===== config.mk =====
export PLATFORM = sky130hd
export DESIGN_NAME = fcull_cell
export DESIGN_NICKNAME = d
export VERILOG_FILES = /design/src/hw/rtl/fcull_pkg.sv /design/src/hw/rtl/fcull_cell.sv
export SDC_FILE = /design/constraint.sdc
export NUM_CORES = 2
export LEC_CHECK = 0
export BUFFER_PORTS_ARGS = -buffer_cell sky130_fd_sc_hd__clkbuf_2
export CAP_MARGIN = 20
export CORE_UTILIZATION = 55
export CTS_CLUSTER_DIAMETER = 100
export DETAILED_ROUTE_END_ITERATION = 10
export PLACE_DENSITY_LB_ADDON = 0.12
export SYNTH_ARGS = -nofsm -noshare
export SYNTH_HDL_FRONTEND = slang
export SYNTH_SLANG_ARGS = --single-unit

===== constraint.sdc =====
create_clock -name i_clk -period 16.25 [get_ports i_clk]
set_input_delay 1.625 -clock i_clk [delete_from_list [all_inputs] [get_ports i_clk]]
set_output_delay 1.625 -clock i_clk [all_outputs]
set_load 0.02 [all_outputs]

===== src/hw/rtl/fcull_pkg.sv =====
package fcull_pkg;

    // plane storage and test depth
    localparam int PLANE_COUNT = 6;
    localparam int REG_COUNT   = 6;
    localparam int CELL_COUNT  = (PLANE_COUNT < REG_COUNT) ? PLANE_COUNT : REG_COUNT;

    // field widths
    localparam int OP_W    = 2;
    localparam int COORD_W = 16;
    localparam int EXT_W   = 15;
    localparam int COEF_W  = 16;
    localparam int PLANE_W = 4 * COEF_W;
    localparam int CFG_IDX_W = 3;

    // arithmetic widths: corner coordinate, product, bias, distance
    localparam int CORNER_W = COORD_W + 1;
    localparam int PROD_W   = COEF_W + CORNER_W;
    localparam int BIAS_W   = COORD_W + 1;
    localparam int D_SHIFT  = 13;
    localparam int DIST_W   = PROD_W + 3;

    // query kinds
    localparam logic [OP_W-1:0] OP_POINT    = 2'd0;
    localparam logic [OP_W-1:0] OP_SPHERE   = 2'd1;
    localparam logic [OP_W-1:0] OP_BOX      = 2'd2;
    localparam logic [OP_W-1:0] OP_RESERVED = 2'd3;

    // register indexes
    localparam logic [CFG_IDX_W-1:0] REG_PLANE_NEAR   = 3'd0;
    localparam logic [CFG_IDX_W-1:0] REG_PLANE_FAR    = 3'd1;
    localparam logic [CFG_IDX_W-1:0] REG_PLANE_LEFT   = 3'd2;
    localparam logic [CFG_IDX_W-1:0] REG_PLANE_RIGHT  = 3'd3;
    localparam logic [CFG_IDX_W-1:0] REG_PLANE_TOP    = 3'd4;
    localparam logic [CFG_IDX_W-1:0] REG_PLANE_BOTTOM = 3'd5;

    typedef logic [REG_COUNT-1:0] t_plane_sel;

    // one query travelling down the cell chain
    typedef struct packed {
        logic [OP_W-1:0]           op;
        logic signed [COORD_W-1:0] cx;
        logic signed [COORD_W-1:0] cy;
        logic signed [COORD_W-1:0] cz;
        logic [EXT_W-1:0]          ex;
        logic [EXT_W-1:0]          ey;
        logic [EXT_W-1:0]          ez;
        logic                      pass;
    } t_query;

    // coordinate of the corner furthest along the normal, or the centre itself
    function automatic logic signed [CORNER_W-1:0] corner(
        input logic signed [COORD_W-1:0] c,
        input logic [EXT_W-1:0]          e,
        input logic                      neg,
        input logic                      box
    );
        logic signed [CORNER_W-1:0] cw;
        logic signed [CORNER_W-1:0] ew;
        cw = $signed({c[COORD_W-1], c});
        ew = $signed({{(CORNER_W-EXT_W){1'b0}}, e});
        if (!box) begin
            return cw;
        end else if (neg) begin
            return cw - ew;
        end else begin
            return cw + ew;
        end
    endfunction

endpackage


===== src/hw/rtl/fcull_cell.sv =====
module fcull_cell
    import fcull_pkg::*;
(
    input  logic               i_clk,
    input  logic               i_rst_n,
    input  logic               i_adv,
    input  logic               i_we,
    input  logic [PLANE_W-1:0] i_wdata,
    input  logic               i_valid,
    input  t_query             i_query,
    output logic               o_valid,
    output t_query             o_query
);

    logic [PLANE_W-1:0] r_plane;

    logic signed [COEF_W-1:0] w_a, w_b, w_c, w_d;
    logic                     w_box, w_sphere;
    logic signed [CORNER_W-1:0] w_kx, w_ky, w_kz;
    logic signed [PROD_W-1:0]   n_px, n_py, n_pz;
    logic signed [BIAS_W-1:0]   n_bias;

    logic                     r1_vld;
    t_query                   r1_query;
    logic signed [PROD_W-1:0] r1_px, r1_py, r1_pz;
    logic signed [BIAS_W-1:0] r1_bias;

    logic signed [DIST_W-1:0] w_dist;
    logic                     r2_vld;
    t_query                   r2_query;
    t_query                   n2_query;

    // plane register held by this cell
    always_ff @(posedge i_clk) begin
        if (!i_rst_n) begin
            r_plane <= '0;
        end else if (i_we) begin
            r_plane <= i_wdata;
        end
    end

    assign w_a = $signed(r_plane[COEF_W-1:0]);
    assign w_b = $signed(r_plane[2*COEF_W-1:COEF_W]);
    assign w_c = $signed(r_plane[3*COEF_W-1:2*COEF_W]);
    assign w_d = $signed(r_plane[4*COEF_W-1:3*COEF_W]);

    // query kind decode
    always_comb begin
        w_box    = 1'b0;
        w_sphere = 1'b0;
        unique case (i_query.op) inside
            OP_POINT:             ;
            OP_SPHERE:            w_sphere = 1'b1;
            OP_BOX, OP_RESERVED:  w_box = 1'b1;
            default:              w_box = 1'b1;
        endcase
    end

    // stage one: corner pick and the three products
    assign w_kx = corner(i_query.cx, i_query.ex, w_a[COEF_W-1], w_box);
    assign w_ky = corner(i_query.cy, i_query.ey, w_b[COEF_W-1], w_box);
    assign w_kz = corner(i_query.cz, i_query.ez, w_c[COEF_W-1], w_box);

    assign n_px = PROD_W'(w_a) * PROD_W'(w_kx);
    assign n_py = PROD_W'(w_b) * PROD_W'(w_ky);
    assign n_pz = PROD_W'(w_c) * PROD_W'(w_kz);

    // d plus the radius for a sphere, scaled later
    assign n_bias = $signed({w_d[COEF_W-1], w_d})
                  + (w_sphere ? $signed({{(BIAS_W-EXT_W){1'b0}}, i_query.ex})
                              : $signed({BIAS_W{1'b0}}));

    always_ff @(posedge i_clk) begin
        if (!i_rst_n) begin
            r1_vld <= 1'b0;
        end else if (i_adv) begin
            r1_vld <= i_valid;
        end
    end

    always_ff @(posedge i_clk) begin
        if (i_adv) begin
            r1_query <= i_query;
            r1_px    <= n_px;
            r1_py    <= n_py;
            r1_pz    <= n_pz;
            r1_bias  <= n_bias;
        end
    end

    // stage two: full width sum and sign test
    assign w_dist = DIST_W'(r1_px) + DIST_W'(r1_py) + DIST_W'(r1_pz)
                  + DIST_W'($signed({r1_bias, {D_SHIFT{1'b0}}}));

    always_comb begin
        n2_query      = r1_query;
        n2_query.pass = r1_query.pass & ~w_dist[DIST_W-1];
    end

    always_ff @(posedge i_clk) begin
        if (!i_rst_n) begin
            r2_vld <= 1'b0;
        end else if (i_adv) begin
            r2_vld <= r1_vld;
        end
    end

    always_ff @(posedge i_clk) begin
        if (i_adv) begin
            r2_query <= n2_query;
        end
    end

    assign o_valid = r2_vld;
    assign o_query = r2_query;

endmodule


==> results.cfg <==
[worst_setup_path]
path_depth = 29
worstPathRequired_ns = 16.60
worstSetupEndpointType = flip-flop
critPathSlowestCell = xnor2_2
max_stage_delay_ns = 0.83
startpoint_type = input pin
critical_path_buf_inv_count = 3
timing.rr.end = r1_py[32]
critPathTopFamily = adder cells
r2r_start = r_plane[31]
cpMostUsedCell = fa_1
endpoint = r1_py[32]
rr_worst_depth = 27
r2r_setup_slack_ns = 5.67
startpoint = i_query[19]
cp.arrival_ns = 11.30
crit_fanout = 20
worstSetupPathType = in2reg

[logic_synthesis]
yosysWarnings = 0
synth_cell_types = 89
synth_cells = 4966
synth_async_sr_flop_share_pct = 0
synth_area_um2 = 50200
avgSynthCellArea_um2 = 10.1
ys_ff_latch = 374
synth_flop_cell = edfxtp_1
synth_nets = 6363
synth_edf_count = 308
seq_area_frac_synth_pct = 21.0

[final_layout]
drive_gt1_share_pct = 8.52
area_growth_pct = 7.52
multi_input_area_um2 = 35200
mostFrequentLayoutCells = inv_1 (983), fa_1 (866), nand2_1 (442)
fillers = 7806
final_nets = 6503
mostFrequentLayoutCell = inv_1
regArea_um2 = 10600

[worst_hold_path]
hp-class = reg2reg

[clock_tree]
post_cts_buffers = 0
cts_resized = 0
cts_root_buf = clkbuf_16
htree_levels = 2
clk_path_buf_depth = 3
ctsHoldBuffers = 0
cts_buffers = 44
cts_tree = done
clk_pin_slew_ns = 0.06
cts.sinks = 374
clock_latency_ns = 0.63

[global_route]
first_global_vias = 36700
antenna_found_initial = 4
grt_usage_pct = 27.6
gr-total-overflow = 0
grt_pass1_wl_mm = 201
grt_max_degree = 96

[outcome]
status = finished, final reports clean

[floorplanning]
die_w_um = 304
die_area_um2 = 92600
pin_count = 262
core_um2 = 90300
fp-row-count = 110
initial_utilization_pct = 55.7
chipHeight_um = 304

[detailed_routing]
first_iter_violations = 2305
wl_per_cell_um = 19.3
num_vias = 35000
vias_per_cell = 5.54
drtAntennaViolNets = 0
firstDrtPassIters = 7
drc = 0
wl_mm = 122

[timing]
fmax_ghz = 0.0913
worst_pin_slew_ns = 1.08
min_period_ns = 10.95
setup_viol = 0
finalHoldViolations = 0
relSlewSlack_pct = 27.8
setup-tns-final_ns = 0
grt_setup_unrepaired = no
fin_crit_sh_pct = 67.4
final.setup_skew_ns = 0.0327
finalMaxSlewViolations = 0

[placed_design]
gp_congestion = 0.886
port_buffers = 261
post-dp-hpwl_mm = 95.3

[pwr]
p_per_area_nw_per_um2 = 173
vdd_drop_max_mv = 0.191
leakagePower_nw = 25.6
power_mw = 9.33

[flow_run]
cap_viol_max_count = 0
==> per-stage QoR <==
step | utilization, % | setup slack [ns] | area, um^2 | hold WS [ns] | cells
6_report | 59.8 | 5.30 | 54000 | 0.395 | 6317
5_1_grt | 59.8 | 4.76 | 54000 | 0.405 | 6315
4_1_cts | 59.8 | 5.39 | 54000 | 0.395 | 6314
3_5_place_dp | 58.2 | 4.75 | 52500 | 0.405 | 6235
3_3_place_gp | 58.2 | 4.94 | 52500 | 0.400 | 6235
2_1_floorplan | - | 6.22 | 50200 | 0.400 | 4966
==> Yosys cell counts (66+ instances only) <==
cell,instances,area [um^2]
a21o_1,74,556
inv_1,984,3690
nor2b_1,100,626
dfxtp_1,66,1320
o21ai_0,125,626
and2_1,341,2130
a21oi_1,137,686
nor2_1,143,537
edfxtp_1,308,9250
mux2i_1,74,741
nand2_1,442,1660
fa_1,866,17300
clkbuf_1,181,679
ha_1,366,4580
xnor2_1,162,1420
==> how the worst min path moves through the flow <==
| stage | startpoint | to | slack [ns] | cells after the start |
|---|---|---|---|---|
| detailed placement | n2_query[3] | o_query[3] | 0.40 | 0 |
| CTS | n2_query[65] | o_query[65] | 0.40 | 0 |
| global placement | n2_query[14] | o_query[14] | 0.40 | 0 |
| global route | n2_query[65] | o_query[65] | 0.40 | 0 |
| floorplan | n2_query[10] | o_query[10] | 0.40 | 0 |
| finish | n2_query[65] | o_query[65] | 0.39 | 0 |
==> metal layers <==
layer | wire [um] | track usage [%]
met5 | 0 | 0
met3 | 6190 | 3.19
met1 | 52400 | 37.8
met4 | 3480 | 7.60
met2 | 59900 | 46.5
==> kinds of logic (layout without fill, tap and decap cells) <==
group / count (synthesis) / after routing / share of synthesized area (%)
AOI/OAI and AO/OA: 581 / 581 / 7.73
DFF: 374 / 374 / 21.0
xor gates and xnor gates: 204 / 204 / 3.57
other: 0 / 2 / 0
and+or+nand+nor: 1287 / 1287 / 13.1
buffers and inverters: 1188 / 1361 / 8.94
adders and majority gates: 1236 / 1236 / 43.7
muxes: 96 / 96 / 1.97
==> power breakdown <==
group          switching [mW]  internal (mW)  total (mW)
clock                   0.427          0.575        1.00
sequential              0.143           1.45        1.60
combinational            3.93           2.80        6.73
total                    4.50           4.83        9.33
==> worst reg2reg max path: cells and delay by family, from the launching register on <==
family                   cells  cell delay [ns]
multiplexers                 1             0.12
AND/OR/NAND/NOR              6             1.71
XOR/XNOR                     4             1.74
adder cells (fa/ha/maj)      7             3.41
AO/OA/AOI/OAI                6             1.69
buffers and inverters        3             0.78
flip-flops                   1             0.90
==> layout make-up <==
cell class / instances / share of cell area (%)
Timing Repair Buffer: 297 / 2.96
Inverter: 985 / 6.84
Multi-Input combinational cell: 3404 / 65.2
Sequential cell: 374 / 19.6
Clock inverter: 22 / 0.472
Clock buffer: 57 / 2.22
Tap cell: 1176 / 2.72
Antenna cell: 2 / 0.00926
==> registers in the layout, indices dropped and copies added (netlist names) <==
register / cells
n2_query: 95
o_query: 96
o_valid: 1
r1_bias: 17
r1_px: 33
r1_py: 33
r1_pz: 33
r1_query: 1
r1_vld: 1
r_plane: 64
Note: power is estimated with default switching activity, not from simulation.
